## src/hw/rtl/tcw_pkg.sv

```systemverilog
package tcw_pkg;

	// Fixed field widths and limits of the block.
	localparam int MAX_WINDOW = 1024;
	localparam int FRAC_BITS = 8;
	localparam int WIN_W = 11;
	localparam int INIT_W = 19;
	localparam int GAIN_W = 16;
	localparam int LF_W = 9;
	localparam int PROD_W = WIN_W + LF_W;
	localparam int INC_W = GAIN_W - FRAC_BITS + 1;
	localparam int CLAMP_W = 13;
	localparam int CNT_W = 4;
	localparam int IDX_W = 2;

	localparam logic [WIN_W-1:0] THRESH_UNSET = WIN_W'(MAX_WINDOW + 1);
	localparam logic [WIN_W-1:0] WIN_MAX = WIN_W'(MAX_WINDOW);
	localparam logic [WIN_W-1:0] WIN_ONE = WIN_W'(1);

	// Register indexes of the configuration port.
	localparam logic [IDX_W-1:0] REG_INITIAL_WINDOW = 2'd0;
	localparam logic [IDX_W-1:0] REG_SLOW_START_GAIN = 2'd1;
	localparam logic [IDX_W-1:0] REG_AVOIDANCE_GAIN = 2'd2;
	localparam logic [IDX_W-1:0] REG_LOSS_FACTOR = 2'd3;

	// Operation of the serial arithmetic unit.
	typedef enum logic {
		OP_MUL,
		OP_DIV
	} tcw_op_t;

	// Command to the serial unit.
	typedef struct packed {
		logic             start;
		tcw_op_t          op;
		logic [WIN_W-1:0] a;
		logic [WIN_W-1:0] b;
	} tcw_ctl_t;

	// Status back from the serial unit.
	typedef struct packed {
		logic              done;
		logic [PROD_W-1:0] result;
	} tcw_sts_t;

	// Clamp a window value into the range one to the maximum window.
	function automatic logic [WIN_W-1:0] clamp_win(input logic [CLAMP_W-1:0] v);
		logic [WIN_W-1:0] r;
		if (v == '0) begin
			r = WIN_ONE;
		end else if (v > CLAMP_W'(MAX_WINDOW)) begin
			r = WIN_MAX;
		end else begin
			r = v[WIN_W-1:0];
		end
		return r;
	endfunction

endpackage

```

## src/hw/rtl/tcw_round_if.sv

```systemverilog
interface tcw_round_if;
	logic valid;
	logic ready;
	logic ack_missed;

	modport source (output valid, output ack_missed, input ready);
	modport sink (input valid, input ack_missed, output ready);
endinterface

```

## src/hw/rtl/tcw_update_if.sv

```systemverilog
interface tcw_update_if;
	import tcw_pkg::*;

	logic             valid;
	logic             ready;
	logic [WIN_W-1:0] window;
	logic             in_linear_phase;
	logic [WIN_W-1:0] threshold;

	modport source (output valid, output window, output in_linear_phase, output threshold,
		input ready);
	modport sink (input valid, input window, input in_linear_phase, input threshold,
		output ready);
endinterface

```

## src/hw/rtl/tcp_congestion_window_update.sv

```systemverilog
// Congestion window update, one round per input beat.
// The rounds channel carries ack_missed: 1 for a lost ACK, 0 for a received one.
// The updates channel returns one beat per round: the new window, the phase
// flag (1 = linear avoidance) and the slow-start threshold (1025 = unset).
// The configuration port writes one register per cycle; the user is bound to
// write only while the block is idle, which the block itself does not enforce.
// Writing initial_window reloads the window with its ceiling, clamped to 1..1024.
// A received ACK in slow start needs no serial step; a received ACK in avoidance
// runs the 11-step serial divider and a missed ACK the 9-step serial shift-add
// multiplier. One round is in work at a time: a new round is taken only after
// the last one has left its final step.
// A finished result waits in the output register while the next round is taken;
// if the receiver stalls with a result still waiting, the round after that
// holds in its final step until the register frees up.
// Reset gives window 1, threshold unset, slow-start phase, and register values
// 256, 256, 256 and 128.
module tcp_congestion_window_update (
	input  logic                     clk,
	input  logic                     arst_n,
	tcw_round_if.sink                rounds,
	tcw_update_if.source             updates,
	input  logic                     cfg_wen,
	input  logic [tcw_pkg::IDX_W-1:0]  cfg_index,
	input  logic [tcw_pkg::INIT_W-1:0] cfg_wdata
);
	import tcw_pkg::*;

	typedef enum logic [1:0] {
		ST_IDLE,
		ST_RUN,
		ST_FIN
	} state_t;

	typedef enum logic [1:0] {
		KIND_MISS,
		KIND_EXP,
		KIND_LIN
	} kind_t;

	state_t            state_q;
	kind_t             kind_q;
	logic [WIN_W-1:0]  win_q;
	logic [WIN_W-1:0]  thr_q;
	logic              lin_q;
	logic [GAIN_W-1:0] ssg_q;
	logic [GAIN_W-1:0] ag_q;
	logic [LF_W-1:0]   lf_q;
	tcw_ctl_t          ctl_q;
	logic              out_valid_q;
	logic [WIN_W-1:0]  out_win_q;
	logic              out_lin_q;
	logic [WIN_W-1:0]  out_thr_q;

	tcw_sts_t          sts;
	logic [INC_W-1:0]  ss_inc;
	logic [INC_W-1:0]  av_ceil;
	logic [WIN_W-1:0]  div_num;
	logic [PROD_W:0]   prod_round;
	logic [WIN_W-1:0]  win_next;
	logic [WIN_W-1:0]  thr_next;
	logic              lin_next;
	logic [INIT_W:0]   init_round;
	logic              out_free;

	tcw_serial_unit u_serial (
		.clk    (clk),
		.arst_n (arst_n),
		.ctl    (ctl_q),
		.sts    (sts)
	);

	// Ceilings of the gains, the divider numerator for the avoidance step, and rounding of the initial window and product.
	always_comb begin
		ss_inc = INC_W'(({1'b0, ssg_q} + (GAIN_W + 1)'((1 << FRAC_BITS) - 1)) >> FRAC_BITS);
		av_ceil = INC_W'(({1'b0, ag_q} + (GAIN_W + 1)'((1 << FRAC_BITS) - 1)) >> FRAC_BITS);
		div_num = WIN_W'(CLAMP_W'(av_ceil) + CLAMP_W'(win_q) - CLAMP_W'(1));
		init_round = ({1'b0, cfg_wdata} + (INIT_W + 1)'((1 << FRAC_BITS) - 1));
		prod_round = ({1'b0, sts.result} + (PROD_W + 1)'((1 << FRAC_BITS) - 1));
	end

	// New state at the end of a round.
	always_comb begin
		win_next = win_q;
		thr_next = thr_q;
		lin_next = lin_q;
		unique case (kind_q)
			KIND_MISS: begin
				thr_next = win_q >> 1;
				win_next = clamp_win(CLAMP_W'(prod_round >> FRAC_BITS));
				lin_next = !(win_next < thr_next);
			end
			KIND_EXP: begin
				win_next = clamp_win(CLAMP_W'(win_q) + CLAMP_W'(ss_inc));
				lin_next = (win_next >= thr_q);
			end
			KIND_LIN: begin
				win_next = clamp_win(CLAMP_W'(win_q) + CLAMP_W'(sts.result[WIN_W-1:0]));
			end
			default: begin
				win_next = win_q;
			end
		endcase
	end

	assign out_free = !out_valid_q || updates.ready;

	// Sequencer, round state, configuration registers and output register.
	always_ff @(posedge clk or negedge arst_n) begin
		if (!arst_n) begin
			state_q <= ST_IDLE;
			kind_q <= KIND_EXP;
			win_q <= WIN_ONE;
			thr_q <= THRESH_UNSET;
			lin_q <= 1'b0;
			ssg_q <= GAIN_W'(256);
			ag_q <= GAIN_W'(256);
			lf_q <= LF_W'(128);
			ctl_q <= '0;
			out_valid_q <= 1'b0;
			out_win_q <= '0;
			out_lin_q <= 1'b0;
			out_thr_q <= '0;
		end else begin
			// The output beat is raised when a round finishes and dropped once taken.
			if (state_q == ST_FIN && out_free) begin
				out_valid_q <= 1'b1;
			end else if (out_valid_q && updates.ready) begin
				out_valid_q <= 1'b0;
			end

			// The user must make configuration writes only while idle; the block does not enforce it.
			if (cfg_wen) begin
				unique case (cfg_index)
					REG_INITIAL_WINDOW: win_q <= clamp_win(CLAMP_W'(init_round >> FRAC_BITS));
					REG_SLOW_START_GAIN: ssg_q <= cfg_wdata[GAIN_W-1:0];
					REG_AVOIDANCE_GAIN: ag_q <= cfg_wdata[GAIN_W-1:0];
					REG_LOSS_FACTOR: lf_q <= cfg_wdata[LF_W-1:0];
				endcase
			end

			unique case (state_q)
				ST_IDLE: begin
					if (rounds.valid) begin
						if (rounds.ack_missed) begin
							kind_q <= KIND_MISS;
							ctl_q <= '{start: 1'b1, op: OP_MUL, a: win_q, b: WIN_W'(lf_q)};
							state_q <= ST_RUN;
						end else if (!lin_q) begin
							kind_q <= KIND_EXP;
							ctl_q.start <= 1'b0;
							state_q <= ST_FIN;
						end else begin
							kind_q <= KIND_LIN;
							ctl_q <= '{start: 1'b1, op: OP_DIV, a: div_num, b: win_q};
							state_q <= ST_RUN;
						end
					end else begin
						ctl_q.start <= 1'b0;
					end
				end
				ST_RUN: begin
					ctl_q.start <= 1'b0;
					if (sts.done) begin
						state_q <= ST_FIN;
					end
				end
				ST_FIN: begin
					ctl_q.start <= 1'b0;
					if (out_free) begin
						win_q <= win_next;
						thr_q <= thr_next;
						lin_q <= lin_next;
						out_win_q <= win_next;
						out_lin_q <= lin_next;
						out_thr_q <= thr_next;
						state_q <= ST_IDLE;
					end
				end
				default: begin
					ctl_q.start <= 1'b0;
					state_q <= ST_IDLE;
				end
			endcase
		end
	end

	assign rounds.ready = (state_q == ST_IDLE);
	assign updates.valid = out_valid_q;
	assign updates.window = out_win_q;
	assign updates.in_linear_phase = out_lin_q;
	assign updates.threshold = out_thr_q;

endmodule

```

## src/hw/rtl/tcw_serial_unit.sv

```systemverilog
module tcw_serial_unit (
	input  logic              clk,
	input  logic              arst_n,
	input  tcw_pkg::tcw_ctl_t ctl,
	output tcw_pkg::tcw_sts_t sts
);
	import tcw_pkg::*;

	tcw_op_t           op_q;
	logic              busy_q;
	logic              done_q;
	logic [CNT_W-1:0]  cnt_q;
	logic [PROD_W-1:0] acc_q;
	logic [LF_W-1:0]   mreg_q;
	logic [WIN_W-1:0]  md_q;
	logic [WIN_W-1:0]  rem_q;
	logic [WIN_W-1:0]  nreg_q;
	logic [WIN_W-1:0]  dreg_q;

	logic [WIN_W:0]    trial;
	logic              qbit;
	logic [CNT_W-1:0]  last;

	// One restoring division step: bring down the next numerator bit.
	always_comb begin
		trial = {rem_q, nreg_q[WIN_W-1]};
		qbit = (trial >= {1'b0, dreg_q});
		last = (op_q == OP_MUL) ? CNT_W'(LF_W - 1) : CNT_W'(WIN_W - 1);
	end

	// Control of the iteration count.
	always_ff @(posedge clk or negedge arst_n) begin
		if (!arst_n) begin
			busy_q <= 1'b0;
			done_q <= 1'b0;
			cnt_q <= '0;
			op_q <= OP_MUL;
		end else begin
			done_q <= 1'b0;
			if (ctl.start) begin
				busy_q <= 1'b1;
				cnt_q <= '0;
				op_q <= ctl.op;
			end else if (busy_q) begin
				cnt_q <= cnt_q + CNT_W'(1);
				if (cnt_q == last) begin
					busy_q <= 1'b0;
					done_q <= 1'b1;
				end
			end
		end
	end

	// Datapath: shift-add multiply or restoring divide, one bit per cycle.
	always_ff @(posedge clk) begin
		if (ctl.start) begin
			acc_q <= '0;
			md_q <= ctl.a;
			mreg_q <= ctl.b[LF_W-1:0];
			rem_q <= '0;
			nreg_q <= ctl.a;
			dreg_q <= ctl.b;
		end else if (busy_q) begin
			unique case (op_q)
				OP_MUL: begin
					acc_q <= {acc_q[PROD_W-2:0], 1'b0}
						+ (mreg_q[LF_W-1] ? PROD_W'(md_q) : '0);
					mreg_q <= {mreg_q[LF_W-2:0], 1'b0};
				end
				OP_DIV: begin
					rem_q <= qbit ? WIN_W'(trial - {1'b0, dreg_q}) : trial[WIN_W-1:0];
					nreg_q <= {nreg_q[WIN_W-2:0], qbit};
				end
			endcase
		end
	end

	assign sts.done = done_q;
	assign sts.result = (op_q == OP_MUL) ? acc_q : PROD_W'(nreg_q);

endmodule

```

## src/flat_wrapper.sv

```systemverilog
// flat-port wrapper written by rule: the top's interface ports become plain ports
module tcp_congestion_window_update_flat import tcw_pkg::*;
  (clk, arst_n, cfg_wen, cfg_index, cfg_wdata, rounds_valid, rounds_ack_missed, rounds_ready, updates_valid, updates_window, updates_in_linear_phase, updates_threshold, updates_ready);
  tcw_round_if rounds_i ();
  tcw_update_if updates_i ();
  input  logic clk;
  input  logic arst_n;
  input  logic cfg_wen;
  input  logic [tcw_pkg::IDX_W-1:0] cfg_index;
  input  logic [tcw_pkg::INIT_W-1:0] cfg_wdata;
  input wire logic [$bits(rounds_i.valid)-1:0] rounds_valid;
  input wire logic [$bits(rounds_i.ack_missed)-1:0] rounds_ack_missed;
  output wire logic [$bits(rounds_i.ready)-1:0] rounds_ready;
  output wire logic [$bits(updates_i.valid)-1:0] updates_valid;
  output wire logic [$bits(updates_i.window)-1:0] updates_window;
  output wire logic [$bits(updates_i.in_linear_phase)-1:0] updates_in_linear_phase;
  output wire logic [$bits(updates_i.threshold)-1:0] updates_threshold;
  input wire logic [$bits(updates_i.ready)-1:0] updates_ready;
  assign rounds_i.valid = rounds_valid;
  assign rounds_i.ack_missed = rounds_ack_missed;
  assign rounds_ready = rounds_i.ready;
  assign updates_valid = updates_i.valid;
  assign updates_window = updates_i.window;
  assign updates_in_linear_phase = updates_i.in_linear_phase;
  assign updates_threshold = updates_i.threshold;
  assign updates_i.ready = updates_ready;
  tcp_congestion_window_update u_core (.clk(clk), .arst_n(arst_n), .rounds(rounds_i), .updates(updates_i), .cfg_wen(cfg_wen), .cfg_index(cfg_index), .cfg_wdata(cfg_wdata));
endmodule
```

## config.mk

```make
export PLATFORM = sky130hd
export DESIGN_NAME = tcp_congestion_window_update_flat
export DESIGN_NICKNAME = d
export VERILOG_FILES = /design/src/hw/rtl/tcw_pkg.sv /design/src/hw/rtl/tcw_round_if.sv /design/src/hw/rtl/tcw_update_if.sv /design/src/hw/rtl/tcp_congestion_window_update.sv /design/src/hw/rtl/tcw_serial_unit.sv /design/src/flat_wrapper.sv
export SDC_FILE = /design/constraint.sdc
export NUM_CORES = 1
export LEC_CHECK = 0
export ABC_AREA = 1
export BUFFER_PORTS_ARGS = -buffer_cell sky130_fd_sc_hd__buf_2
export CAP_MARGIN = 10
export CORE_ASPECT_RATIO = 2
export CORE_MARGIN = 5
export CORE_UTILIZATION = 50
export DETAILED_ROUTE_END_ITERATION = 8
export PLACE_DENSITY = 0.67
export SLEW_MARGIN = 25
export SYNTH_ARGS = -nofsm -noshare
export SYNTH_HDL_FRONTEND = slang
export SYNTH_HIERARCHICAL = 1
export SYNTH_SLANG_ARGS = --single-unit
```

## constraint.sdc

```tcl
create_clock -name clk -period 9.37 [get_ports clk]
set_clock_uncertainty 0.15 [all_clocks]
set_input_delay 0.4685 -clock clk [delete_from_list [all_inputs] [get_ports clk]]
set_output_delay 0.4685 -clock clk [all_outputs]
set_load 0.01 [all_outputs]
```

# [Word level (Yosys, flattened, before mapping)]
# Index checks and enable logic that the tools add are counted.
[word_totals] reg_bits=195 out_inout_bits=25 word_cells=135
[classes] n_addsub=11 magnitude_cmp=7 eq_ne=12 muxes=50 bitwise_logic=1 reduce_logical=29
[ops] op="11-bit two-way mux" count=20
[ops] op="13-bit zero test" count=4
[ops] op="13-bit by 11-bit greater-than comparator with 1-bit output (second input constant)" count=3
[ops] op="16-bit by 8-bit adder with 17-bit output (second input constant)" count=2
[ops] op="11-bit one-hot mux with 3 select lines" count=1
[ops] op="9-bit two-way mux" count=3
[ops] op="24-bit two-way mux" count=1
[ops] op="23-bit two-way mux" count=1
[ops] op="20-bit by 8-bit adder with 21-bit output (second input constant)" count=1
[ops] op="19-bit by 8-bit adder with 20-bit output (second input constant)" count=1
[ops] op="20-bit by 11-bit adder with 20-bit output" count=1
[ops] op="20-bit two-way mux" count=1
[ops] op="2-bit AND reduction" count=9
[ops] op="2-bit two-way mux" count=8
[ops] op="11-bit by 11-bit adder with 12-bit output" count=1
[ops] op="11-bit by 9-bit adder with 12-bit output" count=1
[ops] op="12-bit by 11-bit greater-or-equal comparator with 1-bit output" count=1
[ops] op="12-bit by 11-bit greater-than comparator with 1-bit output (second input constant)" count=1
[ops] op="9-bit by 11-bit adder with 11-bit output" count=1
[ops] op="11-bit greater-or-equal comparator" count=1
[ops] op="11-bit by 10-bit < comparator with 1-bit output" count=1
[ops] op="1-bit two-way mux" count=11
[ops] op="11-bit by 1-bit subtractor with 11-bit output (second input constant)" count=1
[ops] op="11-bit subtractor" count=1
[ops] op="other kinds (16)" count=34

# [Logic depth before layout (Yosys ltp)]
[logic_depth] word_depth=9 depth_mapped=35 ltp_nobuf=35

# [Hierarchy]
# The synthesis kept the hierarchy.
[modules_own_cells] mod="tcp_congestion_window_update" n_inst=1 cells_each=1177 area_per_inst_um2=8067.7 seq_area_each_um2=2661.3
[modules_own_cells] mod="tcw_serial_unit" n_inst=1 cells_each=688 area_per_inst_um2=4992.3 seq_area_each_um2=2057.0

# [Worst setup path after synthesis]
# No wires, ideal clock.
[synth_timing] path_type="register -> register" startpoint="register u_core.ssg_q[8]" endpoint="register u_core.out_lin_q (netlist: u_core/updates.in_linear_phase)" setup_ns=0.065 t_arrival_ns=3.912 slack_ns=5.244 stages_incl_launch_ff=32 n_path_buf=0 synth_period_minus_slack_ns=4.126 cell_sequence="dfstp_2 -> and2_1 -> nand2_1 -> inv_1 -> nand3_1 -> nor2_1 -> nand2_1 -> xor2_1 -> inv_1 -> ha_1 -> nand2_1 -> inv_1 -> a21oi_1 -> nand2_1 -> a21oi_1 -> inv_1 -> nand2_1 -> nand3_2 -> nor2_1 -> nand2_1 -> nand2_1 -> nor2_1 -> ha_1 -> nand2_1 -> o21ai_0 -> a31oi_1 -> o21a_1 -> o21ai_0 -> nand3_1 -> a31oi_1 -> nand2_1 -> nand2_1"
[synth_between] elab_chain_len=8 word_cells_on_any_way=9 classes_between="add/sub (2); order compare (2); mux (4); reduce/logical (1)"
[synth_rtl] element="from (decl)" line_no="tcp_congestion_window_update.sv:45" rtl="logic [GAIN_W-1:0] ssg_q;"
[synth_rtl] element="from (signal assigned)" line_no="tcp_congestion_window_update.sv:135" rtl="REG_SLOW_START_GAIN: ssg_q <= cfg_wdata[GAIN_W-1:0];"
[synth_rtl] element="16-bit by 8-bit adder with 17-bit output (*)" line_no="tcp_congestion_window_update.sv:74" rtl="ss_inc = INC_W'(({1'b0, ssg_q} + (GAIN_W + 1)'((1 << FRAC_BITS) - 1)) >> FRAC_BITS);"
[synth_rtl] element="11-bit by 9-bit adder with 12-bit output (*)" line_no="tcp_congestion_window_update.sv:93" rtl="win_next = clamp_win(CLAMP_W'(win_q) + CLAMP_W'(ss_inc));"
[synth_rtl] element="13-bit by 11-bit greater-than comparator with 1-bit output" line_no="tcw_pkg.sv:51" rtl="end else if (v > CLAMP_W'(MAX_WINDOW)) begin"
[synth_rtl] element="11-bit two-way mux" line_no="tcw_pkg.sv:51"
[synth_rtl] element="11-bit two-way mux (*)" line_no="tcw_pkg.sv:49" rtl="if (v == '0) begin"
[synth_rtl] element="11-bit two-way mux (*)" line_no="tcp_congestion_window_update.sv:86" rtl="unique case (kind_q)"
[synth_rtl] element="11-bit greater-or-equal comparator (*)" line_no="tcp_congestion_window_update.sv:94" rtl="lin_next = (win_next >= thr_q);"
[synth_rtl] element="1-bit one-hot mux with 2 select lines (*)" line_no="tcp_congestion_window_update.sv:86"
[synth_rtl] element="to (signal assigned)" line_no="tcp_congestion_window_update.sv:174" rtl="out_lin_q <= lin_next;"
[synth_rtl] element="to (decl)" line_no="tcp_congestion_window_update.sv:51" rtl="logic out_lin_q;"
# Mark *: on every way between the ends. The rest lies on a longest branch, timed or not. The select of a mux whose other input is x is not followed.
# A chain may end at the register's enable or synchronous reset.

# [Worst setup path after layout]
# Ends and elaborated chain as after synthesis.

==> impl_results.md <==
* Outcome: finished, final reports clean
* Period Utilization, post-route at 50.5%
* Top cell type by total area after synthesis: dfrtp_1
* RSZ-0062 raised after global routing: false
* Flip-flop and latch count after synthesis at between 150 and 200
* Number of violations reported at the end of detailed-routing iteration 0 at 764
* Data required time at the worst endpoint at about 9600 ps
* Cts bufs inserted at 17
* Category of cells accounting for the largest share of critical-path delay: simple AND/OR/NAND/NOR gates
* Deepest level of the CTS H-tree at 4
* R2r startpoint: u_core/ssg_q[8]$_DFFE_PN1P_
* IO buf count at 51
* Number of enable-type register cells in the synthesized netlist at 42
* Worst vdd rail ir drop at between 0.15 and 0.2 mV
* Total global routing overflow at 0
* Arrival @ worst endpoint at roughly 5000 ps
* Die W at around 120 um
* Final Wtd Congestion at around 1.0
* Number of detailed-routing iterations run before antenna repair at 5
* Total negative setup slack at 0 ps
* Number of filler cells placed in the layout at about 2,600
* Die Ht at between 200 and 250 um
* Buffer cell driving the clock tree root: clkbuf_16
* Ant. Diodes at 0
* Max Fanout on Critical Path at 6
* Kind of critical path: reg -> reg
* Net count after synthesis at between 1,500 and 2,000
* Clock period minus final worst setup slack at 4730 ps
* Number of nets with antenna violations after detailed routing at 0
* Cell repeated most along the worst path: nand2_1
* Placeable core region at 25,800 um^2
* Final setup vio count at 0
* Max Fclk at around 210 MHz
* Syn Area/Cell at about 7.0 um^2
* Post-place setup slack at between 4000 and 5000 ps
* Number of max-slew violations in the final report at 0
* DR DRC count at 0
* IO Count at 52
* Leakage power at around 7.6 nW
* Worst setup slack for register-to-register paths at around 4600 ps
* Via count normalized by instance count at roughly 5.3
* Max Buffers Root-to-Sink at 2
* Ratio of cells with drive above 1 in the final layout at 8.92%
* Slowest stage cell on the critical path: dfstp_2
* Number of max-cap violations at 0
* Total power consumption of the routed design at about 0.005 W
* CTS tree: built
* Clock Latency Late Sink at about 450 ps
* Reg2reg path depth at 31
* Hold Crit Depth at 4
* Worst R2R End: u_core/updates.in_linear_phase$_DFFE_PN0P_
* Share of synthesized registers carrying an async set or reset at approximately 61%
* Final HPWL DP at roughly 30,000 um
* Number of buffers inserted to repair setup after CTS at 0
* Nature of the critical path startpoint: register
* Global-route wire length before repair at 60,400 um
* Mean routed wirelength per cell at 16.6 um
* GRT Overall Usage at between 20% and 30%
* Power density over the cells at ~350 nW/um^2
* Antenna violations before repair at 0
* Critical path buffer and inverter count at 4
* Synth warn at 6
* Hold-critical path endpoint: u_core/updates.valid$_DFFE_PN0P_
* Largest net degree at the start of global routing at 75
* Proportion of synthesized chip area in sequential cells at between 30% and 40%
* Capturing element type of the critical path: register
* Maximum cell stage delay along the critical path at roughly 540 ps
* Number of global-route vias before repair at 11,836
* Worst min-delay path startpoint: updates_ready
* Most used DFF post-synth: dfrtp_1
* Sum of routed wire length over all layers at between 30,000 and 40,000 um
* Top cell type's share of synthesized area at around a fifth
* Number of distinct library cell variants in the gate-level netlist after synthesis at 59
* Initial standard-cell utilization of the core at roughly 50%
* Slew at the pin with the worst max-slew slack at about 930 ps
* Max-slew headroom at between 30% and 40%
* Top cells by area in the synthesized netlist: dfrtp_1 (20%), nand2_1 (17%), edfxtp_1 (9.7%), inv_1 (8.3%), ha_1 (7.8%)
* Clock edge transition at the registers on the reported setup and hold paths at approximately 80 ps
* Gate count of the mapped netlist at 1,865
* Final number of hold-violating endpoints at 0
* Standard-cell rows at a little over 80
* Die area at slightly below 30,000 um^2
* Detailed-route via count at between 10,000 and 15,000
* Netlist area before placement at roughly 13,000 um^2
* Net count reported at finish at 2,005
* # clock sinks at about 190
* Layout overhead on the synthesized area at 8.41%
* Post-route setup slack at 4640 ps
* Worst Hold Class: in -> reg
through the flow:
step	cells	util [%]	cell area [um^2]	hold slack, ps
global placement	2212	52.6	13500	303
finish	2245	55.0	14200	157
global route	2245	55.0	14200	169
detailed placement	2212	52.6	13500	311
CTS	2245	54.9	14100	123
floorplan	1865	-	13100	22.9
worst min-delay path: cells and delay by family:
kind	cells	cell delay (ps)
buf+inv	2	140
simple gates	2	110
layout by cell type (no fill, tap or decap), types with 7 or more instances in the layout:
| cell | instances |
|---|---|
| edfxtp_1 | 42 |
| nand3_2 | 9 |
| nand3_1 | 113 |
| a21oi_1 | 76 |
| nand4_1 | 30 |
| nor2_1 | 130 |
| xnor2_1 | 12 |
| inv_1 | 288 |
| nand2_1 | 588 |
| o21ai_1 | 12 |
| nor3_1 | 15 |
| buf_2 | 50 |
| xor2_1 | 30 |
| dfstp_2 | 7 |
| buf_4 | 7 |
| o21ai_0 | 131 |
| dfxtp_1 | 31 |
| dfrtp_1 | 104 |
| nor2_2 | 13 |
| nand2_2 | 19 |
| ha_1 | 81 |
| clkbuf_16 | 17 |
power breakdown:
group          leakage [nW]  total [W]  internal, W  switching (W)
clock network         0.283   0.000721     0.000360       0.000362
registers              2.08    0.00144      0.00117       0.000265
logic                  5.22    0.00285     0.000947        0.00190
per-layer routing:
metal  GRT usage (%)  routed length (um)  up-vias
met2            48.7               20000      272
met5               0                   0        -
met3            3.11                1080      131
li1                -                   -     5985
met1            25.5               13400     5455
met4            17.6                2740        0
synth_stat cells, drive strengths merged (4+ instances only):
cell type	number
a21oi	82
a31oi	5
and2	6
buf	18
clkbuf	32
dfrtp	106
dfstp	7
dfxtp	31
edfxtp	42
fa	5
ha	81
inv	294
nand2	609
nand3	124
nand3b	4
nand4	32
nor2	147
nor3	15
o21ai	144
o21bai	9
o22ai	4
or2	6
xnor2	12
xor2	30
final cells by class:
cell class | instances | area [um^2] | share of cell area [%]
Inverter | 296 | 1110 | 7.85
Clock inverter | 15 | 180 | 1.27
Clock buffer | 17 | 425 | 3.00
Timing Repair Buffer | 58 | 313 | 2.21
Sequential cell | 186 | 4720 | 33.3
Tap cell | 340 | 425 | 3.00
Multi-Input combinational cell | 1333 | 6980 | 49.3
how the worst max path moves through the flow:
stage,startpoint,endpoint,slack [ps],cells past startpoint
after floorplan,u_core/ssg_q[8]$_DFFE_PN1P_,u_core/updates.in_linear_phase$_DFFE_PN0P_,5240,31
after global placement,u_core/ssg_q[8]$_DFFE_PN1P_,u_core/updates.in_linear_phase$_DFFE_PN0P_,4760,31
after detailed placement,u_core/ssg_q[8]$_DFFE_PN1P_,u_core/updates.in_linear_phase$_DFFE_PN0P_,4700,31
after CTS,u_core/ssg_q[8]$_DFFE_PN1P_,u_core/updates.in_linear_phase$_DFFE_PN0P_,4640,31
after global routing,u_core/ssg_q[4]$_DFFE_PN0P_,u_core/updates.in_linear_phase$_DFFE_PN0P_,3990,33
final,u_core/ssg_q[8]$_DFFE_PN1P_,u_core/updates.in_linear_phase$_DFFE_PN0P_,4640,31
cell families after synthesis:
logic type | Yosys count | share of synthesized area [%]
and+or+nand+nor | 947 | 31.2
buffers and inverters | 346 | 10.5
AOI/OAI and AO/OA | 258 | 10.8
DFF | 186 | 36.1
adders and majority gates | 86 | 8.53
xor gates and xnor gates | 42 | 2.82
sequential cells by signal (all words and copies together), names as in the netlist, 11 cells and up:
signal,count
u_core/updates.window,11
u_core/thr_q,11
u_core/u_serial/nreg_q,11
u_core/ctl_q,24
u_core/ag_q,16
u_core/ssg_q,16
u_core/u_serial/rem_q,11
u_core/u_serial/acc_q,20
u_core/u_serial/dreg_q,11
u_core/win_q,11
u_core/u_serial/md_q,11
timing repair:
item | CTS | global route
gates resized for setup | 0 | 0
hold buffers | 1 | 0
endpoints found under the hold margin | 38 | 0
Power figures use the tool's default switching activity.
